### config.mk
export PLATFORM = sky130hd
export DESIGN_NAME = lbfc_cell
export DESIGN_NICKNAME = d
export VERILOG_FILES = /design/src/hw/rtl/lbfc_pkg.sv /design/src/hw/rtl/lbfc_cell.sv
export SDC_FILE = /design/constraint.sdc
export NUM_CORES = 1
export LEC_CHECK = 0
export ABC_CLOCK_PERIOD_IN_PS = 1000
export BUFFER_PORTS_ARGS = -buffer_cell sky130_fd_sc_hd__buf_2
export CAP_MARGIN = 20
export CORE_ASPECT_RATIO = 1.2
export CORE_MARGIN = 4
export CORE_UTILIZATION = 45
export DETAILED_ROUTE_END_ITERATION = 6
export PLACE_DENSITY_LB_ADDON = 0.08
export SKIP_LAST_GASP = 1
export SLEW_MARGIN = 30
export SYNTH_ARGS = -nofsm -noshare
export SYNTH_HDL_FRONTEND = slang
export SYNTH_SLANG_ARGS = --single-unit
### constraint.sdc
create_clock -name clk -period 1 [get_ports clk]
set_input_delay 0.1 -clock clk [delete_from_list [all_inputs] [get_ports clk]]
set_output_delay 0.1 -clock clk [all_outputs]
set_load 0.01 [all_outputs]
### src/hw/rtl/lbfc_pkg.sv
package lbfc_pkg;

	// One LED entry as it travels around the ring
	typedef struct packed {
		logic [23:0] colour;
		logic        blink;
		logic        visible;
		logic [15:0] interval;
		logic [31:0] due;
	} entry_t;

	// Table contents after reset or clear: black, not blinking, visible
	localparam entry_t ENTRY_RESET = '{
		colour:   24'd0,
		blink:    1'b0,
		visible:  1'b1,
		interval: 16'd0,
		due:      32'd0
	};

	// Controls for the head update unit during the update pass
	typedef struct packed {
		logic        clear;
		logic        set;
		logic        tick;
		logic [23:0] colour;
		logic        blink;
		logic [15:0] interval;
		logic [31:0] now;
	} upd_ctrl_t;

	typedef enum logic [1:0] {
		OP_SET   = 2'd0,
		OP_TICK  = 2'd1,
		OP_CLEAR = 2'd2,
		OP_NONE  = 2'd3
	} op_t;

	localparam logic [1:0] ST_OK     = 2'd0;
	localparam logic [1:0] ST_ARG    = 2'd1;
	localparam logic [1:0] ST_UNINIT = 2'd2;

	localparam logic [7:0] ALL_TARGET = 8'd255;

	localparam logic [3:0] CFG_ACTIVE_LEDS = 4'd0;
	localparam logic [3:0] CFG_MIN_BLINK   = 4'd1;

endpackage

### src/hw/rtl/lbfc_cell.sv
module lbfc_cell (
	input  logic             clk,
	input  logic             arst_n,
	input  logic             shift_en,
	input  lbfc_pkg::entry_t d,
	output lbfc_pkg::entry_t q
);
	import lbfc_pkg::*;

	entry_t entry_q;

	// Holds one LED entry; takes the neighbor's entry on each ring step
	always_ff @(posedge clk or negedge arst_n) begin
		if (!arst_n) begin
			entry_q <= ENTRY_RESET;
		end else if (shift_en) begin
			entry_q <= d;
		end
	end

	assign q = entry_q;

endmodule

## After elaboration in Yosys (flattened, before gate mapping)

Cells that the tools add are included.

| storage, ports and cells | value |
|---|---|
| register bits after elaboration | 74 |
| input bits | 77 |
| output and inout bits | 74 |
| logic and storage cells | 5 |

## Depth between registers and ports, before layout

| logic depth | value |
|---|---|
| depth in word-level cells | 0 |
| depth in mapped cells | 3 |
| mapped depth without buffers | 1 |

## Worst setup path before layout

Ideal clock, no wire load.

| timing path | value |
|---|---|
| path kind | input-to-reg |
| start point | input shift_en |
| end point | register entry_q (netlist bit q[0]) |
| setup time | 0.125 ns |
| arrival time | 0.690 ns |
| slack | 0.185 ns |
| stages on the path | 3 |
| cells stage by stage | buf_6 > buf_6 > mux2_4 |

RTL lines:

| what | RTL line | RTL |
|---|---|---|
| start, declared | lbfc_cell.sv:4 | `input logic shift_en,` |
| end signal, assigned | lbfc_cell.sv:15 | `entry_q <= ENTRY_RESET;` |
| end signal, assigned | lbfc_cell.sv:17 | `entry_q <= d;` |
| end, declared | lbfc_cell.sv:10 | `entry_t entry_q;` |

No word-level cell between the ends.

## Worst setup path in the final report

| timing path | value |
|---|---|
| start point | register entry_q (netlist bit q[48]) |
| end point | output q[48] (netlist name) |

RTL lines:

| what | RTL line | RTL |
|---|---|---|
| end, declared | lbfc_cell.sv:6 | `output lbfc_pkg::entry_t q` |

No word-level cell between the ends.

==> results by group <==
Finish
  – Layout cells sized above 1: 0.641
  – N_diodes: 0
  – Commonest cells after routing, fill and taps aside: buf_2, dlygate4sd3_1, dfrtp_1, mux2_4, buf_4
  – Max reg flops: 74
  – Area growth from synthesis to layout: 69.7%
  – Final Cell Area: 0.00508 mm²
  – NumNets Final: 490
  – Most common cell after layout, fill and taps aside: buf_2

Drt
  – DR pass1 iterations: 3
  – Vias post-DR: 2274
  – DRC violation count after routing: 0
  – Vias per cell: 4.52
  – Drt initial violations: 55
  – WL/cell: 16.1 µm
  – Final ANT Viol Nets: 0
  – Routed Wire Length: 8120 µm

Clocking
  – Clock transition at path regs: 0.08 ns
  – CTS buffer count: 9
  – Clock Tree Root: clkbuf_8
  – CTS tree: built
  – CTS Buffer Depth: 2
  – Clock latency on the worst-skew pair: 0.33 ns
  – # H-tree levels: 3
  – Clock Sinks: 74

Placement
  – IO buf count: 150
  – Post-DP Area: 0.00389 mm²
  – DP HPWL: 4770 µm
  – Final Wtd Congestion: 0.756

Critical path
  – Largest stage delay, worst path: 0.54 ns
  – CP Buf/Inv Count: 1
  – Critical Path RT: 0.90 ns
  – Worst Path Max Fanout: 2
  – R2r endpoint: q[56]
  – CP max-delay cell: dfstp_2
  – Flop-to-flop setup slack: 0.07 ns
  – CP endpoint kind: primary output
  – R2R cell count: 2
  – Crit-path cells: buf_6
  – Cell family with most CP delay: flip-flops
  – Critical Path Start Type: flip-flop
  – Worst path arrival time: 0.97 ns
  – CP Class: flip-flop to primary output
  – RR Startpoint: q[56]

Logic synthesis
  – #FFs+latches synth: 74
  – Synth Cell Area: 0.00300 mm²
  – Sequential-to-total area share from yosys stat: 0.619
  – Post-Syn Nets: 233
  – Post-Syn Instances: 156
  – Synth Area per Inst: 19.2 µm²
  – Synth warn: 0
  – Unique cell type count in the Yosys netlist: 6

Power and ir drop
  – PwrDens: 1550 mW/mm²
  – Clk pwr share: 0.343
  – VDD IR-drop max: 0.906 mV
  – P_leak: 0.00261 µW
  – Switch Pwr: 1860 µW
  – Gate power share: 0.218
  – Sequential Power Share: 0.440
  – Pwr Total: 7900 µW
  – P_int: 6040 µW
  – Switching share of total power: 0.236

STA
  – Slew at the pin with the worst max-slew slack: 0.329 ns
  – Unrepaired setup endpoints after global routing: yes
  – Tcrit/Tclk final: 1.07
  – Fin Setup TNS: -0.0674 ns
  – Worst hold slack: 0.208 ns
  – Worst slew margin: 0.781
  – Final Hold Viols: 0
  – Final Slew Violations: 0
  – Skew final: 0 ns
  – Post-layout min period: 1.07 ns
  – Fin worst setup slack: -0.0674 ns
  – # setup viols final: 1
  – Max Clk Rate: 937 MHz

GRT
  – Total gr overflow: 0
  – Pin count of the biggest net entering global routing: 32
  – Antenna violations before repair: 0
  – Vias in the first global route: 2517
  – First-pass GRT wire length: 12200 µm
  – Tot GR Track Use: 0.202

Run
  – Max-Cap Viols: 0

Floorplanning
  – Starting density of the core: 0.465
  – Ports: 151
  – DIE HEIGHT: 97.4 µm
  – Die ar.: 0.00803 mm²
  – Die Span X: 82.5 µm
  – Rows: 32
  – Core Footprint: 0.00645 mm²

Outcome
  – Violated checks: negative setup slack
  – Status: finished, violations left

Min path
  – Hold crit path type: input pin to asynchronous set/reset pin
==> per-layer routing <==
| metal | share of wire | up-vias | track usage |
|---|---|---|---|
| met5 | 0 | - | 0 |
| met4 | 0.023 | 0 | 0.0972 |
| met3 | 0.066 | 19 | 0.0445 |
| met2 | 0.52 | 94 | 0.338 |
| met1 | 0.39 | 1102 | 0.238 |
| li1 | - | 1059 | - |
==> worst max path at each step <==
stage,from,endpoint,depth (start not counted)
after floorplan,shift_en,q[0],3
after global placement,shift_en,q[47],3
after detailed placement,shift_en,q[47],3
after CTS,q[48],q[48],1
after global routing,q[48],q[48],1
final,q[48],q[48],1
==> Yosys cell counts, drive strengths merged <==
cell / count / share of area
mux2: 74 / 0.35
dfrtp: 73 / 0.61
buf: 8 / 0.028
dfstp: 1 / 0.0088
==> cell type report <==
cell class / instances / area (µm²)
multi-input combinational: 74 / 1060
sequential: 74 / 1850
clock inverter: 5 / 103
clock buffer: 11 / 131
timing repair buffer: 254 / 1830
tap: 85 / 106
fill: 378 / 1360
==> logic make-up (layout without fill, tap and decap cells) <==
logic type | Yosys count | after routing | synth area share
buffers and inverters | 8 | 270 | 0.0280
DFF | 74 | 74 | 0.619
muxes | 74 | 74 | 0.353
==> power groups by stage <==
| stage | registers, µW | logic [µW] | clock network [µW] |
|---|---|---|---|
| floorplan | 3650 | 547 | 0 |
| global placement | 3510 | 1290 | 0 |
| detailed placement | 3500 | 1310 | 0 |
| CTS | 3460 | 1540 | 2790 |
| global route | 3510 | 1840 | 2890 |
| finish | 3470 | 1720 | 2710 |
==> repair_timing <==
item / 4_1_cts / 5_1_grt
hold endpoints to repair: 148 / 0
hold buffers: 75 / 0
gates resized for setup: 2 / 10
buffers inserted: 0 / 19
endpoints found under the setup margin: 2 / 36
==> per-stage QoR <==
stage          cells  setup slack [ns]   util
3_5_place_dp     393            0.0419  0.603
5_1_grt          503            -0.108  0.788
6_report         503           -0.0674  0.788
3_3_place_gp     393            0.0549  0.603
4_1_cts          484            -0.102  0.757
2_1_floorplan    156             0.185      -
Power figures use the tool's default switching activity.
