File: config.mk
export PLATFORM = sky130hd
export DESIGN_NAME = lbfc_update
export DESIGN_NICKNAME = d
export VERILOG_FILES = /design/src/hw/rtl/lbfc_pkg.sv /design/src/hw/rtl/lbfc_update.sv
export SDC_FILE = /design/constraint.sdc
export NUM_CORES = 1
export LEC_CHECK = 0
export BUFFER_PORTS_ARGS = -buffer_cell sky130_fd_sc_hd__buf_2
export CAP_MARGIN = 15
export CORE_MARGIN = 3
export CORE_UTILIZATION = 35
export DETAILED_ROUTE_END_ITERATION = 7
export PLACE_DENSITY_LB_ADDON = 0.08
export SYNTH_ARGS = -nofsm -noshare
export SYNTH_HDL_FRONTEND = slang
export SYNTH_SLANG_ARGS = --single-unit
File: constraint.sdc
create_clock -name vclk -period 3.65
set_input_delay 0.365 -clock vclk [all_inputs]
set_output_delay 0.365 -clock vclk [all_outputs]
set_load 0.1 [all_outputs]
File: src/hw/rtl/lbfc_pkg.sv
package lbfc_pkg;

	// One LED entry as it travels around the ring
	typedef struct packed {
		logic [23:0] colour;
		logic        blink;
		logic        visible;
		logic [15:0] interval;
		logic [31:0] due;
	} entry_t;

	// Table contents after reset or clear: black, not blinking, visible
	localparam entry_t ENTRY_RESET = '{
		colour:   24'd0,
		blink:    1'b0,
		visible:  1'b1,
		interval: 16'd0,
		due:      32'd0
	};

	// Controls for the head update unit during the update pass
	typedef struct packed {
		logic        clear;
		logic        set;
		logic        tick;
		logic [23:0] colour;
		logic        blink;
		logic [15:0] interval;
		logic [31:0] now;
	} upd_ctrl_t;

	typedef enum logic [1:0] {
		OP_SET   = 2'd0,
		OP_TICK  = 2'd1,
		OP_CLEAR = 2'd2,
		OP_NONE  = 2'd3
	} op_t;

	localparam logic [1:0] ST_OK     = 2'd0;
	localparam logic [1:0] ST_ARG    = 2'd1;
	localparam logic [1:0] ST_UNINIT = 2'd2;

	localparam logic [7:0] ALL_TARGET = 8'd255;

	localparam logic [3:0] CFG_ACTIVE_LEDS = 4'd0;
	localparam logic [3:0] CFG_MIN_BLINK   = 4'd1;

endpackage

File: src/hw/rtl/lbfc_update.sv
module lbfc_update (
	input  lbfc_pkg::upd_ctrl_t ctrl,
	input  lbfc_pkg::entry_t    d,
	output lbfc_pkg::entry_t    q,
	output logic                toggled
);
	import lbfc_pkg::*;

	logic [31:0] since_due;
	logic [31:0] next_due;
	logic        due;

	// Wrap-safe due test: now minus due time is non-negative
	assign since_due = ctrl.now - d.due;
	assign next_due  = ctrl.now + {16'd0, ctrl.set ? ctrl.interval : d.interval};
	assign due       = d.blink && !since_due[31];

	always_comb begin
		q       = d;
		toggled = 1'b0;
		if (ctrl.clear) begin
			q = ENTRY_RESET;
		end else if (ctrl.set) begin
			q.colour   = ctrl.colour;
			q.blink    = ctrl.blink;
			q.visible  = 1'b1;
			q.interval = ctrl.blink ? ctrl.interval : 16'd0;
			q.due      = ctrl.blink ? next_due : 32'd0;
		end else if (ctrl.tick && due) begin
			q.visible = !d.visible;
			q.due     = next_due;
			toggled   = 1'b1;
		end
	end

endmodule

== Word-level counts from Yosys, hierarchy flattened ==
Cells that the tools add are included.

* Bits in registers: 0
* Input bits: 150
* Word-level logic and storage cells: 19

* Add/subtract/negate cells: 2
* Muxes and demuxes: 13
* Reductions and logical operators: 4

{| class="wikitable"
|+ Operator list
! cell !! number
|-
| $mux 32 || 3
|-
| $mux 74 || 1
|-
| $mux 16 || 3
|-
| $add 32x16->32 || 1
|-
| $sub 32x32->32 || 1
|-
| $mux 25 || 1
|-
| $mux 1 || 5
|-
| $logic_and 1x1->1 || 2
|-
| $logic_not 1->1 || 2
|}

== Depth between registers and ports, before layout ==
* Depth after elaboration: 7
* Mapped depth: 15
* Mapped depth without buffers: 14

== Worst setup path before layout ==
Ideal clock, no wire load.

* Path type: input-to-output
* Start point: in ctrl[74] (netlist bit)
* End point: out q[24] (netlist bit)
* Data arrival time: 3.851 ns
* Required time: 3.285 ns
* Setup slack: -0.566 ns
* Cell stages on the path: 15
* Path buffers: 2
* Path through: clkbuf_1 > clkbuf_1 > nand2_1 > nand2_1 > ha_1 > inv_1 > fa_1 > nand2b_1 > a21oi_1 > o21ai_1 > a21oi_1 > o21ai_2 > a2111oi_1 > xor2_1 > a22o_1

{| class="wikitable"
|+ RTL lines
! element !! RTL line !! text
|-
| start: declaration || lbfc_update.sv:2 || <nowiki>input lbfc_pkg::upd_ctrl_t ctrl,</nowiki>
|-
| end: declaration || lbfc_update.sv:4 || <nowiki>output lbfc_pkg::entry_t q,</nowiki>
|}

==> reports/summary.txt <==
Initial core utilization -> 0.366
Internal power -> 0.409 mW
Final instance area -> 0.00494 mm²
Number of antenna violations at the first check in global routing -> 0
Final wirelength -> 12000 µm
Max rail drop VDD -> 0.219 mV
Actual transition at the worst max-transition pin -> 0.736 ns
Worst hold start -> d[18]
Die area -> 0.00987 mm²
Top-level I/O count -> 225
First-pass GRT wire length -> 18300 µm
Worst slew margin relative to its limit -> 0.508
Crit path arrival time -> 3.07 ns
Nature of the critical path startpoint -> input pin
Cell area after placement -> 0.00489 mm²
Number of max-cap violations -> 0
Global-route usage over all layers -> 0.220
Number of iterations in the first detailed-routing pass -> 5
Std-Cell Core Area -> 0.00834 mm²
Status -> finished, final reports clean
Final worst path period share -> 0.941
Achievable Freq -> 291 MHz
Ant diodes -> 0
Post-Route Hold Slack -> 1.12 ns
Total chip power -> 1.22 mW
Standby leakage power -> 2.70 nW
Iter 0 DRT Violations -> 132
Worst Setup End Kind -> output port
Switching power -> 0.807 mW
Number of endpoints with negative hold slack in the final report -> 0
Count of filler cells inserted in the layout -> 805
Sum of net half-perimeters after detailed placement -> 10500 µm
Endpoint with the worst hold slack -> q[18]
Synthesized area divided by synthesized cell count -> 6.59 µm²
Setup repair after global routing missed its margin -> no
Hold-fix buffers, CTS -> 0
Synthesis Warnings -> 0
Via count of the first global-routing pass -> 4090
Combinational Power Share -> 1.000
Number of port buffers -> 225
Number of remaining DRC errors -> 0
Residual overflow from global routing -> 0
Post-CTS setup buffers -> 0
Chain of cells forming the critical path -> buf_2 > clkinvlp_4 > nand2_1 > and2_1 > inv_1 > ha_1 > a211oi_2 > o21ai_1 > a31oi_2 > o21ai_2 > a31oi_4 > nor2_1 > xor2_1 > a22o_2 > buf_12
Final slew viol count -> 0
Worst hold-check path type -> in2out
NumNets Final -> 885
Clock network fraction of total power -> 0
Area of all sequential standard cells -> 0 µm²
Final cell count without fillers -> 791
Netlist area before placement -> 0.00305 mm²
Number of nets still failing antenna checks after routing -> 0
Relative contribution of sequential cells to total power -> 0
Worst-case setup slack after placement -> 0.0680 ns
Post-DR wirelength/cell -> 15.2 µm
# clk buffers -> 0
Post-synthesis sequential area ratio -> 0
Layout Utilization -> 0.592
Hold path cells -> 3
Final worst slack -> 0.214 ns
Pwr/cell area -> 246 mW/mm²
Switching power as a share of total power -> 0.664
RD Place Congestion -> 0.908
Setup Viol. Count Final -> 0
Slowest stage cell, crit path -> sky130_fd_sc_hd__ha_1
Via count -> 4158
Pin count of the biggest net entering global routing -> 44
CP max FO -> 8
Vertical extent of the die -> 99.3 µm
Syn Inst Count -> 463
Sum Neg Setup Slack -> 0 ns
Number of distinct library cells after synthesis -> 53
Crit path time final -> 3.44 ns
Maximum cell stage delay along the critical path -> 0.31 ns
Via-per-instance ratio -> 5.26
Share of layout cells above drive strength 1 -> 0.421
Synthesized net count -> 660
Die boundary width -> 99.3 µm
DP Cell Count -> 791
FP Rows -> 33
Number of sequential cells -> 0
Layout area overhead -> 62.0%
Required arrival time at the worst endpoint -> 3.28 ns
Worst Setup Path Type -> in2out
[kinds of logic (layout without fill, tap and decap cells)]
logic type                 Yosys count  count (layout)  share of synthesized area
muxes                               24              24                     0.0788
and+or+nand+nor                    181             181                      0.257
adders and majority gates           47              47                      0.195
buffers and inverters               59             282                     0.0808
xor gates and xnor gates            23              23                     0.0661
AOI/OAI and AO/OA                  129             129                      0.322
[layer usage]
layer / up-vias / routed length (µm) / part of all wire / GRT usage
met2: 167 / 6210 / 0.52 / 0.429
met1: 1861 / 4560 / 0.38 / 0.243
met4: 0 / 379 / 0.032 / 0.0567
met3: 28 / 843 / 0.070 / 0.0344
met5: - / 0 / 0 / 0
li1: 2102 / - / - / -
[worst max path at each step]
stage	startpoint	end	slack (ns)
3_5_place_dp	ctrl[74]	q[18]	0.07
4_1_cts	ctrl[74]	q[18]	0.06
2_1_floorplan	ctrl[74]	q[24]	0.006
5_1_grt	ctrl[74]	q[26]	0.003
3_3_place_gp	ctrl[74]	q[28]	0.15
6_report	ctrl[74]	q[31]	0.21
[repair_timing]
item                                   CTS  global route
endpoints found under the hold margin    0             0
setup endpoints to repair                0            17
resized for setup                        0            15
[Yosys cell counts (4+ instances only)]
library cell / n / area share
sky130_fd_sc_hd__clkbuf_1: 12 / 0.015
sky130_fd_sc_hd__nand2b_1: 6 / 0.012
sky130_fd_sc_hd__xnor2_1: 10 / 0.029
sky130_fd_sc_hd__nor2_1: 52 / 0.064
sky130_fd_sc_hd__mux2i_1: 24 / 0.079
sky130_fd_sc_hd__a21o_1: 8 / 0.020
sky130_fd_sc_hd__o21ai_0: 15 / 0.025
sky130_fd_sc_hd__nand4_1: 9 / 0.018
sky130_fd_sc_hd__xor2_1: 13 / 0.037
sky130_fd_sc_hd__a21oi_1: 34 / 0.056
sky130_fd_sc_hd__a22o_1: 31 / 0.089
sky130_fd_sc_hd__nand2_1: 84 / 0.10
sky130_fd_sc_hd__nor2b_1: 4 / 0.0082
sky130_fd_sc_hd__nand3_1: 11 / 0.018
sky130_fd_sc_hd__a211oi_1: 7 / 0.017
sky130_fd_sc_hd__inv_1: 39 / 0.048
sky130_fd_sc_hd__ha_1: 46 / 0.19
[power by group through the flow]
stage | sequential [mW] | clock (mW) | combinational [mW]
after global routing | 0 | 0 | 1.28
after global placement | 0 | 0 | 1.19
final | 0 | 0 | 1.22
after floorplan | 0 | 0 | 0.819
after detailed placement | 0 | 0 | 1.20
after CTS | 0 | 0 | 1.21
[worst max-delay path, delay by kind of cell]
family	cells	cell delay (ns)
AOI/OAI and AO/OA	6	1.40
buffers and inverters	4	0.47
and+or+nand+nor	3	0.36
xor gates and xnor gates	1	0.15
adders and majority gates	1	0.31
[layout make-up]
class | count | area, µm² | area share
Multi-Input combinational cell | 404 | 2910 | 0.589
Tap cell | 105 | 131 | 0.0266
Inverter | 40 | 154 | 0.0311
Timing Repair Buffer | 242 | 1750 | 0.354
[cell usage in the layout, fill, tap and decap left out, drive strengths merged, types with 13 or more instances in the layout]
cell | Yosys | final
mux2i | 24 | 24
xor2 | 13 | 13
nor2 | 53 | 53
o21ai | 21 | 21
a21oi | 36 | 36
ha | 46 | 46
inv | 39 | 39
a22o | 31 | 31
buf | 7 | 242
nand2 | 84 | 84
No activity file was read; power rests on OpenSTA's default activity.
